--- config.mk ---
export PLATFORM = sky130hd
export DESIGN_NAME = ktls_div
export DESIGN_NICKNAME = d
export VERILOG_FILES = /design/src/sv/ktls_pkg.sv /design/src/sv/ktls_div.sv
export SDC_FILE = /design/constraint.sdc
export NUM_CORES = 1
export LEC_CHECK = 0
export BUFFER_PORTS_ARGS = -buffer_cell sky130_fd_sc_hd__buf_2
export CORE_ASPECT_RATIO = 0.8
export CORE_MARGIN = 2
export CORE_UTILIZATION = 26
export DETAILED_ROUTE_END_ITERATION = 10
export GPL_TIMING_DRIVEN = 0
export SLEW_MARGIN = 20
export SYNTH_ARGS = -nofsm -noshare
export SYNTH_HDL_FRONTEND = slang
export SYNTH_SLANG_ARGS = --single-unit
--- constraint.sdc ---
create_clock -name clk -period 6.39 [get_ports clk]
set_input_delay 0.639 -clock clk [delete_from_list [all_inputs] [get_ports clk]]
set_output_delay 0.639 -clock clk [all_outputs]
set_load 0.01 [all_outputs]
--- src/sv/ktls_pkg.sv ---
// ----------------------------------------------------------------------------
// ktls_pkg
// Shared types and constants for the keyframe track sampler.
// ----------------------------------------------------------------------------
package ktls_pkg;
    localparam int MAX_KEYS = 64;
    localparam int IDX_W    = $clog2(MAX_KEYS);
    localparam int CNT_W    = 7;
    localparam int ENTRY_W  = 128;

    localparam logic [1:0] ST_OK    = 2'd0;
    localparam logic [1:0] ST_EMPTY = 2'd1;
    localparam logic [1:0] ST_FULL  = 2'd2;
    localparam logic [1:0] ST_ZERO  = 2'd3;

    localparam logic KIND_INSERT = 1'b0;
    localparam logic KIND_SAMPLE = 1'b1;

    typedef struct packed {
        logic        start;
        logic [63:0] mag_num;
        logic [31:0] dt;
    } div_req_t;

    typedef struct packed {
        logic        done;
        logic [63:0] quot;
    } div_rsp_t;
endpackage

--- src/sv/ktls_div.sv ---
// ----------------------------------------------------------------------------
// ktls_div
// Restoring divider, one quotient bit per cycle, 64 by 32 bits.
// ----------------------------------------------------------------------------
module ktls_div (
    input  logic              clk,
    input  logic              rst_n,
    input  ktls_pkg::div_req_t req,
    output ktls_pkg::div_rsp_t rsp
);
    logic [63:0] quot_reg, quot_next;
    logic [32:0] rem_reg, rem_next;
    logic [31:0] dt_reg, dt_next;
    logic [6:0]  cnt_reg, cnt_next;
    logic        busy_reg, busy_next;
    logic        done_reg, done_next;
    logic [33:0] trial;

    always_comb
    begin
        quot_next = quot_reg;
        rem_next  = rem_reg;
        dt_next   = dt_reg;
        cnt_next  = cnt_reg;
        busy_next = busy_reg;
        done_next = 1'b0;
        trial     = '0;
        if (req.start)
        begin
            quot_next = req.mag_num;
            rem_next  = '0;
            dt_next   = req.dt;
            cnt_next  = 7'd64;
            busy_next = 1'b1;
        end
        else if (busy_reg)
        begin
            trial = {rem_reg, quot_reg[63]} - {2'b0, dt_reg};
            if (!trial[33])
            begin
                rem_next  = trial[32:0];
                quot_next = {quot_reg[62:0], 1'b1};
            end
            else
            begin
                rem_next  = {rem_reg[31:0], quot_reg[63]};
                quot_next = {quot_reg[62:0], 1'b0};
            end
            cnt_next = cnt_reg - 7'd1;
            if (cnt_reg == 7'd1)
            begin
                busy_next = 1'b0;
                done_next = 1'b1;
            end
        end
    end

    always_ff @(posedge clk or negedge rst_n)
    begin
        if (!rst_n)
        begin
            busy_reg <= 1'b0;
            done_reg <= 1'b0;
            cnt_reg  <= '0;
        end
        else
        begin
            busy_reg <= busy_next;
            done_reg <= done_next;
            cnt_reg  <= cnt_next;
        end
    end

    always_ff @(posedge clk)
    begin
        quot_reg <= quot_next;
        rem_reg  <= rem_next;
        dt_reg   <= dt_next;
    end

    assign rsp.done = done_reg;
    assign rsp.quot = quot_reg;
endmodule

==> summary.txt, run 1 <==
Syn-to-layout area delta: 24.73%
share of cells above drive strength 1: 31.30%
# setup viols final: 0
clock sinks: 138
total number of vias: 5822
Yosys warnings: 0
routed len/inst: 15.97 um
Pre-antenna DRT Iters: 4
Slew Limit Fails: 0
Port-buffer cells: 163
HP Class: input pin to asynchronous set/reset pin
post-route setup TNS: 0 ns
Core ar.: 0.02849 mm^2
Primary FF master, synth: edfxtp_1
CP endpoint kind: register
syn_nets: 807
number of flops mapped to enable cells by yosys: 96
Mapped Area: 0.007585 mm^2
crit path max fanout: 10
Final Hold Viols: 0
Synth area leader: edfxtp_1
clk slew on worst S/H paths: 0.06 ns
Worst IR Drop VDD: 0.1883 mV
Tmin final: 3.751 ns
Critical Path RT: 6.72 ns
post-route ant nets: 0
total global routing overflow: 0
total I/O pin count: 164
Post-CTS Setup Repair Bufs: 0
Die H: 156.8 um
cells on worst reg2reg path: 12
RSZ-0062 raised after global routing: no
CTS tree: done
CTS Root Cell: clkbuf_16
total track usage: 13.15%
hold_buf cts: 0
vias per inst: 4.691
Seq cells post-synth: 138
1st-iter DRT viols: 316
DRC: 0
synth top area cells: edfxtp_1, mux2_2, dfxtp_1
Pleak: 3.932 nW
post-cts gate resize count: 0
Max Fclk: 0.2666 GHz
initial antenna violation count: 2
outcome: complete, no violations
Rows: 55
cell count after synthesis: 673
Reg-to-Reg Start: dt_reg[10]
Crit-path slowest cell: or4b_1
Power Dens Cells: 277.1 mW/mm^2
global-route wire length before repair: 31240 um
reg2reg end: rem_reg[24]
Synth top area share: 38.01%
cell family with most CP delay: compound AO/OA/AOI/OAI gates
WHS: 0.06017 ns
Seq/Total Area, Yosys: 49.69%
Die ar.: 0.03056 mm^2
Clock Path Buffers: 2
DP HPWL: 14450 um
Starting Density: 26.62%
vias in the first global route: 5779
Die X: 195.0 um
nets: 990
Clock Latency Late Sink: 0.43 ns
Post-Syn Area per Cell: 11.27 um^2
Distinct cells, synth: 63
Largest register FFs: 64
CTS H-tree depth: 4
Critical Path Max Stage Delay: 0.55 ns
ys async rst share: 6.522%
max_slew headroom: 32.96%
flop-to-flop setup slack: 2.64 ns
WP data arrival: 4.08 ns
Post-Route WL: 19820 um
CP Launch Type: register
Buf/Inv on CP: 3
placer's final routability congestion estimate: 0.8101
largest net degree at the start of global routing: 38
crit-path cells: inv_1 -> ha_1 -> buf_2 -> nand4_1 -> or4b_1 -> a31o_1 -> a211oi_4 -> o2111ai_1 -> a211oi_4 -> buf_2 -> nand3_1 -> a311oi_1
Worst-Margin Slew: 0.9927 ns
Final period util: 58.71%
most frequent cell after synthesis: edfxtp_1
Max Cap Viol: 0
CTS Buf Count: 17
Commonest cells post-synth: edfxtp_1, mux2_2, nor2_1
crit path kind: register to register
skew final: 0.01236 ns
[per-stage QoR]
stage	util (%)	setup WS (ns)	std cells	area [um^2]	power, mW
global route	33.20	2.393	1240	9458	2.760
finish	33.21	2.639	1241	9460	2.621
CTS	33.19	2.682	1239	9455	2.655
global placement	31.11	1.582	1206	8864	1.673
floorplan	-	3.382	673	7585	1.497
detailed placement	31.21	2.728	1207	8891	1.681
[routing by layer]
layer / wire length, um / part of all wire (%) / vias to the layer above / track usage [%]
met2: 8581 / 43 / 106 / 18.93
met1: 10080 / 51 / 2812 / 18.66
met4: 161 / 0.81 / 0 / 3.926
met3: 996 / 5.0 / 10 / 4.224
met5: 0 / 0 / - / 0
li1: - / - / 2894 / -
[worst max path at each step]
stage,end,startpoint,slack [ns],cells past startpoint
5_1_grt,rem_reg[24],dt_reg[10],2.39,12
2_1_floorplan,rem_reg[24],dt_reg[10],3.38,12
6_report,rem_reg[24],dt_reg[10],2.64,12
4_1_cts,rem_reg[24],dt_reg[10],2.68,12
3_5_place_dp,rem_reg[24],dt_reg[10],2.73,12
3_3_place_gp,quot_reg[2],req[96],1.58,4
[where the power goes]
group          switching, mW  leakage, nW  total (mW)  internal, mW
logic                  0.288         2.28       0.526         0.238
registers             0.0613         1.37        1.14          1.08
clock network          0.411        0.279       0.956         0.545
[cell usage in the layout, fill, tap and decap left out, drive strengths merged, types with 12 or more instances in the layout]
cell and instances:
buf 178, edfxtp 96, mux2 64, nor2 50, inv 48, clkbuf 38, ha 34, a21oi 33
dfxtp 33, a211oi 31, nand2 28, mux2i 25, xnor2 18, o21ai 18, nor3 14, nand2b 12
[cell families (layout without fill, tap and decap cells)]
kind of cell | Yosys count | count (layout) | synth area share [%]
flip-flops | 138 | 138 | 49.69
buffers and inverters | 76 | 272 | 4.091
multiplexers | 89 | 89 | 12.80
adder cells (fa/ha/maj) | 35 | 35 | 5.873
AO/OA/AOI/OAI | 153 | 153 | 14.34
AND/OR/NAND/NOR | 158 | 158 | 10.44
XOR/XNOR | 24 | 24 | 2.771
other | 0 | 2 | 0
[final cells by class]
cell class | instances | area [um^2]
Fill cell | 2955 | 19030
Sequential cell | 138 | 3769
Multi-Input combinational cell | 459 | 3511
Timing Repair Buffer | 164 | 835.8
Clock buffer | 20 | 479.2
Tap cell | 370 | 462.9
Inverter | 44 | 167.7
Buffer | 32 | 145.1
Clock inverter | 12 | 85.08
Antenna cell | 2 | 5.005
(Power assumes the default switching activity.)
==> inputs of run 2 (changes only) <==
==> constraint.sdc (replaced) <==
create_clock -name clk -period 3.6 [get_ports clk]
set_input_delay 0.36 -clock clk [delete_from_list [all_inputs] [get_ports clk]]
set_output_delay 0.36 -clock clk [all_outputs]
set_load 0.01 [all_outputs]
==> run 2 against run 1 <==
Cell count grew 0.56%. Critical path depth is 2 higher. Hold slack improved by 0.047 ns. Wire length rose by 0.38%. Die area is the same. Count of clock-buffer cells in the layout unchanged. Clock power increased by 77%. Sequential share of layout area shrank 0.31 points. Core utilization grew 0.26 points. Total power up 77%. Critical path type unchanged. Highest routed layer unchanged.
==> summary.txt, run 2 (synthesis gave the netlist of run 1 again) <==
CTS H-tree depth: 4
DP HPWL: 14450 um
Comb pwr share: 20.2%
nets: 997
vias per inst: 4.710
Max Fclk: 0.2925 GHz
flop-to-flop setup slack: 0.18 ns
CP startpoint: dt_reg[10]
Rows: 55
switching share of power: 28.95%
share of cells above drive strength 1: 31.85%
total track usage: 13.18%
vias in the first global route: 5806
Critical Path RT: 3.93 ns
total I/O pin count: 164
outcome: complete, no violations
Fill cells: 2949
HP Class: input pin to register
skew final: 0.01359 ns
final instance area: 0.009534 mm^2
Die H: 156.8 um
Port-buffer cells: 163
Slew Limit Fails: 0
switching power: 1.347 mW
Sequential Power Share: 43.5%
Clock Latency Late Sink: 0.43 ns
1st-iter DRT viols: 329
Area after DPL: 0.008891 mm^2
Final period util: 94.95%
# setup viols final: 0
Worst-Margin Slew: 0.9109 ns
placer's final routability congestion estimate: 0.8101
Worst Hold Launch: req[11]
Reg-to-Reg Start: dt_reg[10]
Max Cap Viol: 0
Post-Route WL: 19890 um
post-route ant nets: 0
crit path max fanout: 10
Die X: 195.0 um
Final Hold Viols: 0
Power Dens Cells: 487.9 mW/mm^2
crit path kind: register to register
CTS Buf Count: 17
max_slew headroom: 39.27%
largest net degree at the start of global routing: 38
Core ar.: 0.02849 mm^2
global-route wire length before repair: 31320 um
Tmin final: 3.418 ns
Pre-antenna DRT Iters: 5
Int Power: 3.305 mW
Clock Path Buffers: 2
CP Launch Type: register
clock sinks: 138
CTS tree: done
Syn-to-layout area delta: 25.70%
CTS Root Cell: clkbuf_16
Die ar.: 0.03056 mm^2
leading cell type in the layout, fill and taps excluded: buf_2
most frequent cells in the layout: buf_2, edfxtp_1, mux2_2, nor2_1, inv_1
initial antenna violation count: 2
clock share of power: 36.4%
Worst IR Drop VDD: 0.3339 mV
clk slew on worst S/H paths: 0.07 ns
Tot Pwr: 4.652 mW
total global routing overflow: 0
Pleak: 3.976 nW
WP data arrival: 3.75 ns
DRC: 0
routed len/inst: 15.94 um
CP endpoint kind: register
Starting Density: 26.62%
total number of vias: 5878
Largest register FFs: 64
## run 2: changes by cell type in the layout (fill, tap and decap cells not counted), sizes merged
cell         before  now
buf             178  183
clkbuf           38   39
dlygate4sd3       0    1
## run 2: layer usage
layer	vias up	GRT usage, %	part of all wire [%]
li1	2914	-	-
met1	2823	18.63	50
met2	129	19.06	43
met3	12	4.224	5.9
met4	0	3.926	0.87
met5	-	0	0
## run 2: worst paths after layout
path,endpoint,cells after the start
min,dt_reg[11],1
min reg2reg,rem_reg[28],2
min in group asynchronous,done_reg,2
max in group asynchronous,cnt_reg[6],2
max,rem_reg[23],14
max reg2reg,rem_reg[23],14
## run 2: power groups by stage
stage / clock (mW) / sequential (mW) / combinational [mW]
floorplan: 0 / 2.09 / 0.571
global placement: 0 / 2.05 / 0.919
detailed placement: 0 / 2.05 / 0.931
CTS: 1.75 / 2.02 / 0.939
global route: 1.80 / 2.05 / 1.05
finish: 1.69 / 2.02 / 0.937
## run 2: timing repair
action / 4_1_cts / 5_1_grt
buffers inserted: 2 / 4
endpoints found under the setup margin: 4 / 27
hold buffers: 1 / 0
hold endpoints to repair: 9 / 0
gates resized for setup: 0 / 3
pin swaps: 1 / 2
## run 2: per-stage QoR
step           instances  hold WS, ns  util (%)  setup WS, ns  setup TNS (ns)
2_1_floorplan        673      0.06441         -        0.5925               0
3_3_place_gp        1206       0.2280     31.11       -0.9288          -60.42
3_5_place_dp        1207       0.2273     31.21      -0.06168        -0.06180
4_1_cts             1242      0.07960     33.28        0.1068               0
5_1_grt             1247      0.07433     33.46     -0.008328        -0.02143
6_report            1248       0.1073     33.47        0.1818               0
## run 2: layout make-up
| cell class | count | area (um^2) | share of cell area [%] |
|---|---|---|---|
| inverter | 44 | 167.7 | 1.759 |
| sequential | 138 | 3769 | 39.53 |
| antenna | 2 | 5.005 | 0.05249 |
| clock inverter | 12 | 85.08 | 0.8924 |
| clock buffer | 20 | 479.2 | 5.026 |
| timing repair buffer | 171 | 890.9 | 9.344 |
| buffer | 32 | 147.6 | 1.549 |
| tap | 370 | 462.9 | 4.856 |
| multi-input combinational | 459 | 3527 | 36.99 |
## run 2: critical path, cell delays in order (launching register included)
cell	delay, ns
edfxtp_1	0.33
inv_1	0.05
ha_1	0.25
buf_2	0.17
nand4_1	0.16
or4b_1	0.53
a31o_1	0.27
a211oi_4	0.31
buf_4	0.16
o2111a_1	0.25
a211oi_4	0.07
buf_4	0.18
buf_6	0.16
a41o_1	0.24
a211oi_1	0.20
==> inputs of run 3 (changes only) <==
--- a/config.mk
+++ b/config.mk
@@ -5,6 +5,7 @@
 export SDC_FILE = /design/constraint.sdc
 export NUM_CORES = 1
 export LEC_CHECK = 0
+export ABC_AREA = 1
 export BUFFER_PORTS_ARGS = -buffer_cell sky130_fd_sc_hd__buf_2
 export CORE_ASPECT_RATIO = 0.8
 export CORE_MARGIN = 2
==> run 3 against run 2 <==
Hold slack worse by 0.012 ns. Sequential share of layout area is 3.5 points lower. Synthesized cell count is 78% higher. Count of clock-buffer cells in the layout is 3 lower. Core utilization is 1.2 points lower. Setup slack better by 0.98 ns. Non-clock buffer count is 7 lower. Critical endpoint is now rem_reg[18]. Sequential cell count stayed put. Die area is 12% higher. Cell count is 46% higher. Register-to-register slack better by 0.98 ns.
==> summary.txt, run 3 <==
Core ar.: 0.03233 mm^2
Worst-Margin Slew: 0.8474 ns
DRC: 0
Power Dens Cells: 410.5 mW/mm^2
Final Hold Viols: 0
Max Cap Viol: 0
Critical Path Max Stage Delay: 0.38 ns
outcome: complete, no violations
Primary FF master, synth: edfxtp_1
Die H: 165.5 um
Sequential Power Share: 44.6%
placed insts: 1788
global-route wire length before repair: 41950 um
CP endpoint kind: register
Seq cells post-synth: 138
Pre-antenna DRT Iters: 5
Die X: 205.9 um
Crit-path slowest cell: edfxtp_1
CTS Buf Count: 17
Clock Path Buffers: 2
clock sinks: 138
Largest register FFs: 64
post-route setup TNS: 0 ns
CTS tree: done
clk slew on worst S/H paths: 0.07 ns
CTS H-tree depth: 4
Die ar.: 0.03408 mm^2
Port-buffer cells: 163
largest net degree at the start of global routing: 39
Pleak: 5.725 nW
Clock Latency Late Sink: 0.44 ns
Starting Density: 26.22%
total number of vias: 8003
leading cell type in the layout, fill and taps excluded: nand2_1
Yosys warnings: 0
Synth area leader: edfxtp_1
Final period util: 67.75%
cell mode on critical path: nand2_2
post-route ant nets: 0
most frequent cell after synthesis: nand2_1
CP Launch Type: register
Max Fclk: 0.4100 GHz
Syn-to-layout area delta: 23.23%
Distinct cells, synth: 34
total global routing overflow: 0
Synth top area share: 34.00%
1st-iter DRT viols: 535
HP Class: input pin to register
cell count after synthesis: 1197
skew final: 0.01141 ns
total I/O pin count: 164
syn_nets: 1331
vias per inst: 4.388
crit path max fanout: 10
post-route insts no fill: 1824
Buf/Inv on CP: 4
crit path kind: register to register
number of flops mapped to enable cells by yosys: 96
RSZ-0062 raised after global routing: no
ys async rst share: 6.522%
Worst IR Drop VDD: 0.2877 mV
WP data arrival: 2.77 ns
# setup viols final: 0
CTS Root Cell: clkbuf_16
post-cts gate resize count: 0
clock share of power: 41.6%
total track usage: 16.17%
Critical Path RT: 3.93 ns
most frequent cells in the layout: nand2_1, inv_1, buf_2, nand3_1, edfxtp_1
switching share of power: 29.14%
vias in the first global route: 7897
placer's final routability congestion estimate: 0.9503
cell family with most CP delay: simple AND/OR/NAND/NOR gates
Mapped Area: 0.008478 mm^2
Post-Route WL: 26210 um
Int Power: 3.038 mW
max_slew headroom: 43.51%
Seq/Total Area, Yosys: 44.45%
WHS: 0.09509 ns
nets: 1515
switching power: 1.250 mW
Comb pwr share: 13.8%
Rows: 59
DP HPWL: 20670 um
share of cells above drive strength 1: 16.50%
routed len/inst: 14.37 um
crit-path cells: inv_1 -> ha_1 -> nand2_1 -> inv_1 -> nand2_1 -> nand2_1 -> inv_1 -> nand3_2 -> nand2_2 -> nand2_2 -> nand2_2 -> nand2_2 -> nand2_2 -> buf_2 -> nand3_1 -> nand3_1 -> nand2_1
synth top area cells: edfxtp_1, nand2_1, inv_1
Slew Limit Fails: 0
Commonest cells post-synth: nand2_1, inv_1, nand3_1
Post-Syn Area per Cell: 7.083 um^2
initial antenna violation count: 4
Tmin final: 2.439 ns
## run 3: repair_timing
item                      4_1_cts  5_1_grt
hold buffers                    1        0
buffers inserted                0        0
hold endpoints to repair        9        0
## run 3: worst paths after layout
| path | startpoint | endpoint | slack (ns) | cells past startpoint |
|---|---|---|---|---|
| worst max-delay path | dt_reg[7] | rem_reg[18] | 1.16 | 17 |
| worst min-delay path | req[18] | dt_reg[18] | 0.1 | 1 |
| worst max register to register | dt_reg[7] | rem_reg[18] | 1.16 | 17 |
| worst min register to register | rem_reg[11] | rem_reg[11] | 0.48 | 2 |
| max in group asynchronous | rst_n | cnt_reg[4] | 3.11 | 2 |
| min in group asynchronous | rst_n | busy_reg | 0.32 | 2 |
## run 3: power by group through the flow
stage,Combinational [mW],Sequential [mW],Clock (mW)
3_3_place_gp,0.590,1.94,0
5_1_grt,0.669,1.93,1.90
6_report,0.591,1.91,1.78
2_1_floorplan,0.299,1.97,0
4_1_cts,0.597,1.91,1.84
3_5_place_dp,0.596,1.94,0
## run 3: per-stage QoR
step / worst slack, ns / area, um^2 / total power [mW] / util (%)
4_1_cts: 1.150 / 10440 / 4.347 / 32.29
6_report: 1.161 / 10450 / 4.288 / 32.31
5_1_grt: 0.9221 / 10440 / 4.498 / 32.29
3_3_place_gp: -0.3636 / 9828 / 2.533 / 30.40
3_5_place_dp: 0.7018 / 9851 / 2.538 / 30.47
2_1_floorplan: 1.230 / 8478 / 2.270 / -
## run 3: final cells by class
| class | count | area [um^2] |
|---|---|---|
| tap | 427 | 534.3 |
| buffer | 31 | 148.9 |
| fill | 3582 | 21890 |
| multi-input combinational | 818 | 3772 |
| sequential | 138 | 3769 |
| inverter | 210 | 790.8 |
| clock inverter | 15 | 153.9 |
| antenna | 3 | 7.507 |
| timing repair buffer | 165 | 845.8 |
| clock buffer | 17 | 425.4 |
## run 3: worst reg2reg max path, cell delays in order (launching register included)
cell and delay (ns):
edfxtp_1 0.38, inv_1 0.08, ha_1 0.27, nand2_1 0.15
inv_1 0.05, nand2_1 0.07, nand2_1 0.08, inv_1 0.08
nand3_2 0.13, nand2_2 0.09, nand2_2 0.08, nand2_2 0.12
nand2_2 0.08, nand2_2 0.11, buf_2 0.27, nand3_1 0.13
nand3_1 0.10, nand2_1 0.05
## run 3: metal layers
| layer | up-vias | track usage (%) | share of wire [%] |
|---|---|---|---|
| li1 | 4079 | - | - |
| met1 | 3611 | 20.67 | 45 |
| met2 | 278 | 25.79 | 43 |
| met3 | 31 | 5.357 | 8.6 |
| met4 | 4 | 5.195 | 2.4 |
| met5 | - | 0 | 0.11 |
## run 3: kinds of logic after synthesis
kind of cell | synth area share [%]
and+or+nand+nor | 35.08
DFF | 44.45
buffers and inverters | 11.05
xor gates and xnor gates | 1.653
AOI/OAI and AO/OA | 2.509
adders and majority gates | 5.254
